--- src/rtl/pcm_mix_div.sv ---
//------------------------------------------------------------------------------
// pcm_mix_div
// Pitch to 16.16 step: (pitch << 16) / rate by reciprocal multiplication,
// result in the cycle after start.
//------------------------------------------------------------------------------
module pcm_mix_div #(
	parameter int SAMPLE_RATE = 44100
) (
	input  logic        clk,
	input  logic        arst_n,
	input  logic        start,
	input  logic [15:0] pitch,
	output logic        done,
	output logic [31:0] quot
);
	// exact for numerators below 2^32 with a shift of 32 + clog2(rate)
	localparam int          LG    = $clog2(SAMPLE_RATE);
	localparam int          KSH   = 32 + LG;
	localparam int          SH    = KSH - 16;
	localparam logic [33:0] RECIP = 34'(((64'd1 << KSH) + 64'(SAMPLE_RATE) - 64'd1)
		/ 64'(SAMPLE_RATE));

	logic        busy_q;
	logic [49:0] prod_q;

	assign done = busy_q;
	assign quot = 32'(prod_q >> SH);

	always_ff @(posedge clk or negedge arst_n) begin
		if (!arst_n) begin
			busy_q <= 1'b0;
		end else begin
			busy_q <= start;
		end
	end

	always_ff @(posedge clk) begin
		if (start) begin
			prod_q <= 50'(pitch) * 50'(RECIP);
		end
	end
endmodule

--- config.mk ---
export PLATFORM = sky130hd
export DESIGN_NAME = pcm_mix_div
export DESIGN_NICKNAME = d
export VERILOG_FILES = /design/src/rtl/pcm_mix_div.sv
export SDC_FILE = /design/constraint.sdc
export NUM_CORES = 1
export LEC_CHECK = 0
export ABC_AREA = 1
export BUFFER_PORTS_ARGS = -buffer_cell sky130_fd_sc_hd__buf_4
export CORE_AREA = 2 2 176 178
export CTS_CLUSTER_SIZE = 40
export DETAILED_ROUTE_END_ITERATION = 12
export DIE_AREA = 0 0 178 180
export GPL_ROUTABILITY_DRIVEN = 1
export SYNTH_ARGS = -nofsm -noshare
export SYNTH_HDL_FRONTEND = slang
export SYNTH_SLANG_ARGS = --single-unit
export TNS_END_PERCENT = 50
--- constraint.sdc ---
create_clock -name clk -period 0.8 [get_ports clk]
set_input_delay 0.16 -clock clk [delete_from_list [all_inputs] [get_ports clk]]
set_output_delay 0.16 -clock clk [all_outputs]
set_load 0.02 [all_outputs]
==> flow_summary_export.csv, run 1 <==
group,metric,value,unit
outcome,outcome,"finished, violations left",
outcome,violations,"setup timing",
global_routing,grt_max_degree,19,
critical_path,crit_cells,19,
clock_network,htree_levels,1,
detailed_routing,vias,8806,
critical_path,path_cells,"buf_12 -> fa_2 -> fa_2 -> fa_2 -> fa_2 -> inv_2 -> fa_2 -> fa_2 -> inv_2 -> ha_4 -> buf_6 -> a21oi_4 -> nor2_2 -> nor2_2 -> o21bai_1 -> nor2_1 -> nand3_1 -> nand2_1 -> nand2_1",
global_routing,gr-total-overflow,0,
floorplan,core,30190,sq um
critical_path,end_kind,"register",
floorplan,die_area,32040,sq um
sta,worst_slack,-4037,ps
global_routing,antenna_found_initial,1,
detailed_routing,wirelength,30850,um
critical_path,cp.required,810,ps
clock_network,cts_root_buf,"clkbuf_16",
synth,avgSynthCellArea,7.585,sq um
placed_design,gp_congestion,0.9467,
critical_path,critPathSlowestCell,"fa_2",
synth,synth_top_cells_by_area,"fa_1 (34%), ha_1 (20%), inv_1 (16%), nand2_1 (11%), edfxtp_1 (4.9%)",
synth,ys_warn_count,0,
sta,slew_viol_final,0,
synth,ys_seq_elements,18,
critical_path,cp_common_cell,"fa_2",
layout,n_fill_cell,2932,
sta,fin_crit,4837,ps
floorplan,start_util,34.47,%
synth,async_reset_ff_share,5.556,%
layout,drive_gt1_share,29.42,%
worst_hold_path,hold_end,"done",
run,max_cap_viol_count,0,
synth,syn_inst,1372,
synth,netlist_area,10410,sq um
sta,holdWs,182.4,ps
floorplan,die_w,178,um
clock_network,cts_buffers,3,
clock_network,path_clk_slew,60,ps
floorplan,die_y,180,um
critical_path,critical_path_arrival,4850,ps
worst_hold_path,hold_path_class,"input pin to register",
critical_path,cpLargestDelayFamily,"adder cells",
synth,synth_edf_count,17,
sta,max_freq,206.7,MHz
layout,area_growth,31.61,%
clock_network,cts_tree,"done",
detailed_routing,first_pass_iters,4,
global_routing,grt_pass1_vias,9225,
worst_hold_path,worstHoldStart,"start",
clock_network,cts.path.max_buffers,2,
critical_path,critical_path.max_fanout,5,
sta,rsz0062_at_grt,"true",
placed_design,portBuffers,36,
detailed_routing,antenna_left,0,
detailed_routing,vias_per_cell,4.432,
critical_path,cpPeakStageDelay,660,ps
sta,hold_viol_final,0,
layout,stdcell_area,13700,sq um
layout,layout.nets,1959,
worst_hold_path,holdPathStages,1,
floorplan,pin_count,52,
sta,setup_viol,35,
detailed_routing,wl_per_cell,15.53,um
synth,synth-seq-area-share,5.146,%
synth,netlist.area_leader.share,34.44,%
placed_design,place_hpwl,28050,um
synth,synth_flop_cell,"edfxtp_1",
global_routing,grt_first_pass_wirelength,48820,um
critical_path,path_class,"input pin to register",
synth,yosys-top-cells-count,"inv_1 (452), nand2_1 (310), fa_1 (179)",
detailed_routing,drc,0,
placed_design,place_area,12480,sq um
clock_network,cts.sinks,18,
critical_path,crit_buf_inv,4,
floorplan,rows,64,
placed_design,place_ws,-4390,ps
sta,post-route-period-util,604.7,%
critical_path,critPathLaunchType,"input pin",
synth,synth_top_area_cell,"fa_1",
global_routing,grt_usage,19.91,%
synth,yosys.cell_types.count,33,
synth,synth.most_common_cell,"inv_1",
detailed_routing,drt_iter0_markers,489,
layout,antennaDiodeCount,0,
[flip-flops by register name (all words and copies together), names as in the netlist]
| signal | cells |
|---|---|
| done | 1 |
| prod_q | 17 |
[repair_timing]
| item | 4_1_cts | 5_1_grt |
|---|---|---|
| pin swaps | 78 | 54 |
| hold buffers | 1 | 0 |
| buffers inserted | 11 | 9 |
| setup endpoints to repair | 35 | 35 |
| gates resized for setup | 186 | 62 |
| hold endpoints to repair | 1 | 0 |
[per-layer routing]
| metal | global-route usage [%] | up-vias | routed length [um] |
|---|---|---|---|
| met2 | 33.84 | 195 | 14560 |
| met4 | 5.508 | 2 | 1088 |
| li1 | - | 4384 | - |
| met5 | 0 | - | 13 |
| met1 | 27.05 | 4169 | 14030 |
| met3 | 1.607 | 56 | 1166 |
[worst max path at each step]
stage,start,endpoint,slack (ps)
after floorplan,pitch[6],prod_q[43],-3760
after global placement,pitch[6],prod_q[37],-4350
after detailed placement,pitch[6],prod_q[37],-4390
after CTS,pitch[4],prod_q[41],-3990
after global routing,pitch[6],prod_q[41],-4140
final,pitch[6],prod_q[42],-4040
[kinds of logic (layout without fill, tap and decap cells)]
group	Yosys count	after routing	synth area share [%]
AO/OA/AOI/OAI	53	53	2.717
adder cells (fa/ha/maj)	348	348	54.76
flip-flops	18	18	5.146
AND/OR/NAND/NOR	458	458	18.75
XOR/XNOR	5	5	0.4209
buffers and inverters	489	694	18.18
other	1	15	0.03604
[cells in the final DEF, fill, tap and decap left out, drive strengths merged]
cell,instances
inv,474
nand2,323
buf,215
fa,179
ha,169
nor2,72
a21oi,36
nand3,35
edfxtp,17
conb,15
nand4,11
nor3,11
o21ai,10
o21bai,4
xnor2,3
clkbuf,3
a21o,2
xor2,2
nor3b,1
and2,1
and3,1
nand3b,1
o21a,1
and2b,1
nor4,1
clkinv,1
dfrtp,1
dlygate4sd3,1
[layout make-up]
cell class,instances,area [sq um],area share (%)
Timing Repair Buffer,216,1794,13.10
Clock buffer,3,75.07,0.5481
Sequential cell,18,535.5,3.910
Clock inverter,1,3.754,0.02741
Inverter,474,1792,13.08
Multi-Input combinational cell,879,9000,65.71
Tap cell,396,495.5,3.618
[metrics by stage]
stage	util, %	cells	setup TNS, ps
after CTS	44.45	1978	-68920
after detailed placement	41.35	1962	-72930
after global placement	41.35	1962	-72120
final	45.37	1987	-69340
after floorplan	-	1386	-63600
after global routing	45.37	1987	-72210
Power of run 1 is not shown: default switching activity piles up to over one toggle a cycle in this logic, so the estimate is an artifact.
==> run 2: changes to the inputs <==
- CORE_AREA: 2 2 176 178 -> 3 3 177 179
- DIE_AREA: 0 0 178 180 -> 0 0 180 182
==> run 2 against run 1 <==
The run still ends with setup timing left. Final area shrank 1.5%. Maximum frequency grew 1.6%. Global-route usage shrank 0.54 points. Core utilization is essentially flat. Die area grew 2.2%. Critical path type unchanged. Highest routed layer is now met4.
==> flow_summary_export.csv, run 2 (synthesis gave the netlist of run 1 again) <==
group,metric,value,unit
sta,post-route-period-util,595.0,%
placed_design,place_ws,-4461,ps
layout,final_cell_mix,"inv_1 (431), nand2_1 (263), buf_4 (169), fa_1 (161), ha_1 (140)",
placed_design,gp_congestion,0.9999,
placed_design,dp_cells,1948,
placed_design,portBuffers,36,
global_routing,grt_max_degree,19,
sta,setup_viol,35,
layout,final_cells,1964,
clock_network,cts.sinks,18,
sta,hold_viol_final,0,
detailed_routing,first_pass_iters,5,
floorplan,start_util,35.02,%
critical_path,cp.required,820,ps
sta,worst_slack,-3960,ps
sta,max_freq,210.1,MHz
critical_path,critical_path.max_fanout,5,
layout,area_growth,29.61,%
sta,fin_tns_setup,-68860,ps
sta,fin_crit,4760,ps
global_routing,gr-total-overflow,0,
outcome,outcome,"finished, violations left",
sta,rsz0062_at_grt,"true",
floorplan,die_y,182,um
worst_hold_path,holdPathStages,1,
global_routing,grt_pass1_vias,9497,
clock_network,cts_buffers,3,
layout,final_common_cell,"inv_1",
critical_path,cpPeakStageDelay,620,ps
global_routing,grt_usage,19.37,%
clock_network,cts_tree,"done",
critical_path,path_cells,"buf_8 -> fa_2 -> fa_2 -> inv_2 -> fa_1 -> inv_1 -> fa_1 -> fa_1 -> inv_1 -> fa_1 -> inv_2 -> ha_4 -> nand2_4 -> nor2_4 -> inv_4 -> nor2_4 -> nand2_2 -> nor3_2 -> nand2_2 -> nand4_1 -> nand2_1",
critical_path,path_class,"input pin to register",
placed_design,place_area,12390,sq um
critical_path,end_kind,"register",
layout,layout.area.seq,535.5,sq um
floorplan,die_w,180,um
global_routing,grt_first_pass_wirelength,50040,um
layout,antennaDiodeCount,0,
placed_design,place_hpwl,28520,um
detailed_routing,wirelength,31480,um
layout,stdcell_area,13490,sq um
clock_network,cts.path.max_buffers,2,
clock_network,cts_root_buf,"clkbuf_16",
clock_network,htree_levels,1,
outcome,violations,"setup timing",
critical_path,critical_path_arrival,4780,ps
layout,drive_gt1_share,27.51,%
layout,largest_reg_flops,17,
critical_path,cp_common_cell,"fa_1",
layout,n_fill_cell,2960,
clock_network,path_clk_slew,60,ps
floorplan,core,29720,sq um
global_routing,met2_usage,34.55,%
global_routing,grt_use_met1,25.01,%
detailed_routing,vias_per_cell,4.484,
layout,layout.nets,1942,
layout,top_register,"prod_q",
detailed_routing,drc,0,
floorplan,rows,63,
global_routing,busiest_layer,"met2",
detailed_routing,wl_per_cell,16.03,um
critical_path,critPathSlowestCell,"fa_2",
critical_path,critPathLaunchType,"input pin",
layout,multi_input_area,8966,sq um
global_routing,grt.met3_usage,1.522,%
global_routing,antenna_found_initial,0,
floorplan,pin_count,52,
floorplan,die_area,32760,sq um
detailed_routing,vias,8806,
detailed_routing,antenna_left,0,
sta,slew_viol_final,0,
detailed_routing,drt_iter0_markers,511,
worst_hold_path,hold_path_class,"input pin to register",
run,max_cap_viol_count,0,
[run 2: area by class of cell]
cell class	instances	area share (%)
clock buffers	4	0.6586
repair buffers	199	11.96
well taps	390	3.618
multi-input cells	879	66.48
inverters	474	13.32
flip-flops and latches	18	3.970
[run 2: worst paths after layout]
path                       slack (ps)  startpoint          to
setup / recovery                -3960    pitch[6]  prod_q[45]
hold / removal                    180       start        done
max in group asynchronous         520      arst_n        done
min in group asynchronous         200      arst_n        done
[run 2: worst max-delay path, delay by kind of cell]
kind                       cells  cell delay, ps
adders and majority gates      7            3450
buffers and inverters          6             390
and+or+nand+nor                8             790
[run 2: repair_timing]
action | in CTS | in global routing
gates resized for setup | 148 | 77
hold endpoints to repair | 1 | 0
setup buffers | 7 | 4
hold buffers | 1 | 0
pin swaps | 60 | 42
endpoints found under the setup margin | 35 | 35
[run 2: through the flow]
stage          hold slack [ps]  utilization [%]
3_5_place_dp            -62.98            41.69
4_1_cts                  181.6            44.27
5_1_grt                  183.7            45.39
3_3_place_gp            -64.46            41.69
6_report                 176.8            45.39
2_1_floorplan           -135.6                -
[run 2: layer usage]
layer	share of wire, %	vias to the layer above
li1	-	4351
met3	3.8	49
met5	0	-
met2	48	196
met1	44	4210
met4	3.8	0
Power of run 2 is left out for the same reason.
==> run 3: changes to the inputs <==
- CORE_AREA: 3 3 177 179 -> 3 3 179 181
- DIE_AREA: 0 0 180 182 -> 0 0 182 184
==> run 3 against run 2 <==
The flow still finishes with violations (setup timing). First-iteration DRC count down 22%. Hold slack about the same. Cell count up 0.76%. Critical endpoint is now prod_q[46]. Core utilization down 0.41 points. Largest cell class unchanged. Via count about the same. Routed wire length about the same. Non-clock buffer count up 9. Maximum frequency up 0.97%. Worst setup slack better by 46 ps. Critical path depth unchanged. Die area up 2.2%. Highest routed layer unchanged. Global-route usage down 0.15 points.
==> flow_summary_export.csv, run 3 (synthesis gave the netlist of run 1 again) <==
group,metric,value,unit
global_routing,gr-total-overflow,0,
layout,n_fill_cell,2993,
floorplan,die_w,182,um
global_routing,grt_max_degree,19,
clock_network,cts.sinks,18,
placed_design,portBuffers,36,
worst_hold_path,hold_path_class,"input pin to register",
global_routing,grt_pass1_vias,9644,
layout,area_growth,32.21,%
critical_path,critical_path_arrival,4720,ps
clock_network,cts_tree,"done",
detailed_routing,first_pass_iters,4,
sta,post-route-period-util,589.3,%
critical_path,critical_path.max_fanout,5,
layout,final_common_cell,"inv_1",
detailed_routing,vias,8809,
clock_network,cts_root_buf,"clkbuf_16",
sta,hold_viol_final,0,
clock_network,cts_buffers,3,
global_routing,grt_first_pass_wirelength,50630,um
layout,layout.nets,1951,
sta,worst_slack,-3915,ps
layout,fin_util,44.98,%
sta,fin_crit,4715,ps
critical_path,cp.required,810,ps
critical_path,cpPeakStageDelay,610,ps
sta,rsz0062_at_grt,"true",
detailed_routing,wl_per_cell,15.91,um
clock_network,htree_levels,1,
critical_path,end_kind,"register",
critical_path,crit_path_start,"pitch[5]",
layout,layout.area.seq,535.5,sq um
detailed_routing,vias_per_cell,4.451,
layout,antennaDiodeCount,0,
floorplan,core,30590,sq um
floorplan,start_util,34.02,%
layout,multi_input_area,9121,sq um
layout,final_cell_mix,"inv_1 (419), nand2_1 (245), buf_4 (172), fa_1 (162), ha_1 (131)",
sta,max_freq,212.1,MHz
clock_network,cts.path.max_buffers,2,
placed_design,place_ws,-4365,ps
floorplan,rows,64,
layout,drive_gt1_share,30.70,%
sta,setup_viol,35,
critical_path,path_class,"input pin to register",
detailed_routing,antenna_left,0,
detailed_routing,drt_iter0_markers,401,
critical_path,critPathLaunchType,"input pin",
critical_path,path_cells,"buf_8 -> fa_2 -> fa_2 -> inv_2 -> fa_1 -> inv_1 -> fa_1 -> fa_1 -> inv_1 -> fa_1 -> inv_2 -> ha_4 -> nand2_4 -> inv_4 -> nand2_4 -> nor2_4 -> nand2_2 -> nor3_2 -> nand2_1 -> nand4_1 -> nand2_1",
clock_network,path_clk_slew,60,ps
outcome,violations,"setup timing",
layout,top_register,"prod_q",
floorplan,pin_count,52,
outcome,outcome,"finished, violations left",
run,max_cap_viol_count,0,
global_routing,antenna_found_initial,0,
floorplan,die_y,184,um
detailed_routing,wirelength,31490,um
global_routing,grt_usage,19.22,%
floorplan,die_area,33490,sq um
critical_path,cpLargestDelayFamily,"adder cells",
placed_design,dp_cells,1962,
critical_path,crit_buf_inv,6,
critical_path,cp_common_cell,"fa_1",
detailed_routing,drc,0,
layout,final_cells,1979,
critical_path,critPathSlowestCell,"fa_2",
layout,largest_reg_flops,17,
worst_hold_path,worstHoldStart,"start",
placed_design,place_hpwl,28450,um
sta,slew_viol_final,0,
placed_design,gp_congestion,0.9831,
-- run 3: changes by cell type in the layout (fill, tap and decap cells not counted), sizes merged --
| cell | before | now |
|---|---|---|
| buf | 198 | 207 |
-- run 3: what timing repair did --
action,4_1_cts,5_1_grt
hold buffers,1,0
gates resized for setup,177,112
hold endpoints to repair,1,0
buffers inserted,10,2
endpoints found under the setup margin,35,35
pin swaps,84,81
-- run 3: area by class of cell --
cell class | count | share of cell area, %
Clock buffer | 4 | 0.6457
Inverter | 474 | 13.10
Multi-Input combinational cell | 879 | 66.30
Sequential cell | 18 | 3.892
Tap cell | 396 | 3.601
Timing Repair Buffer | 208 | 12.47
-- run 3: worst paths after layout --
path,endpoint,slack (ps),cells after the start
max,prod_q[46],-3910,21
min,done,180,1
max in group asynchronous,done,500,2
min in group asynchronous,done,220,2
-- run 3: metrics by stage --
step | cell area, sq um | hold slack [ps] | setup TNS, ps
2_1_floorplan | 10610 | -135.6 | -63600
3_3_place_gp | 12460 | -64.78 | -71580
3_5_place_dp | 12460 | -63.85 | -72330
4_1_cts | 13380 | 182.5 | -68040
5_1_grt | 13760 | 190.6 | -71140
6_report | 13760 | 177.2 | -67650
-- run 3: per-layer routing --
layer | vias to the layer above | wire, um | global-route usage, %
met5 | - | 0 | 0
li1 | 4371 | - | -
met3 | 45 | 942 | 0.7519
met2 | 185 | 15270 | 34.27
met1 | 4208 | 14500 | 26.13
met4 | 0 | 769 | 4.022
Power of run 3 is left out for the same reason.
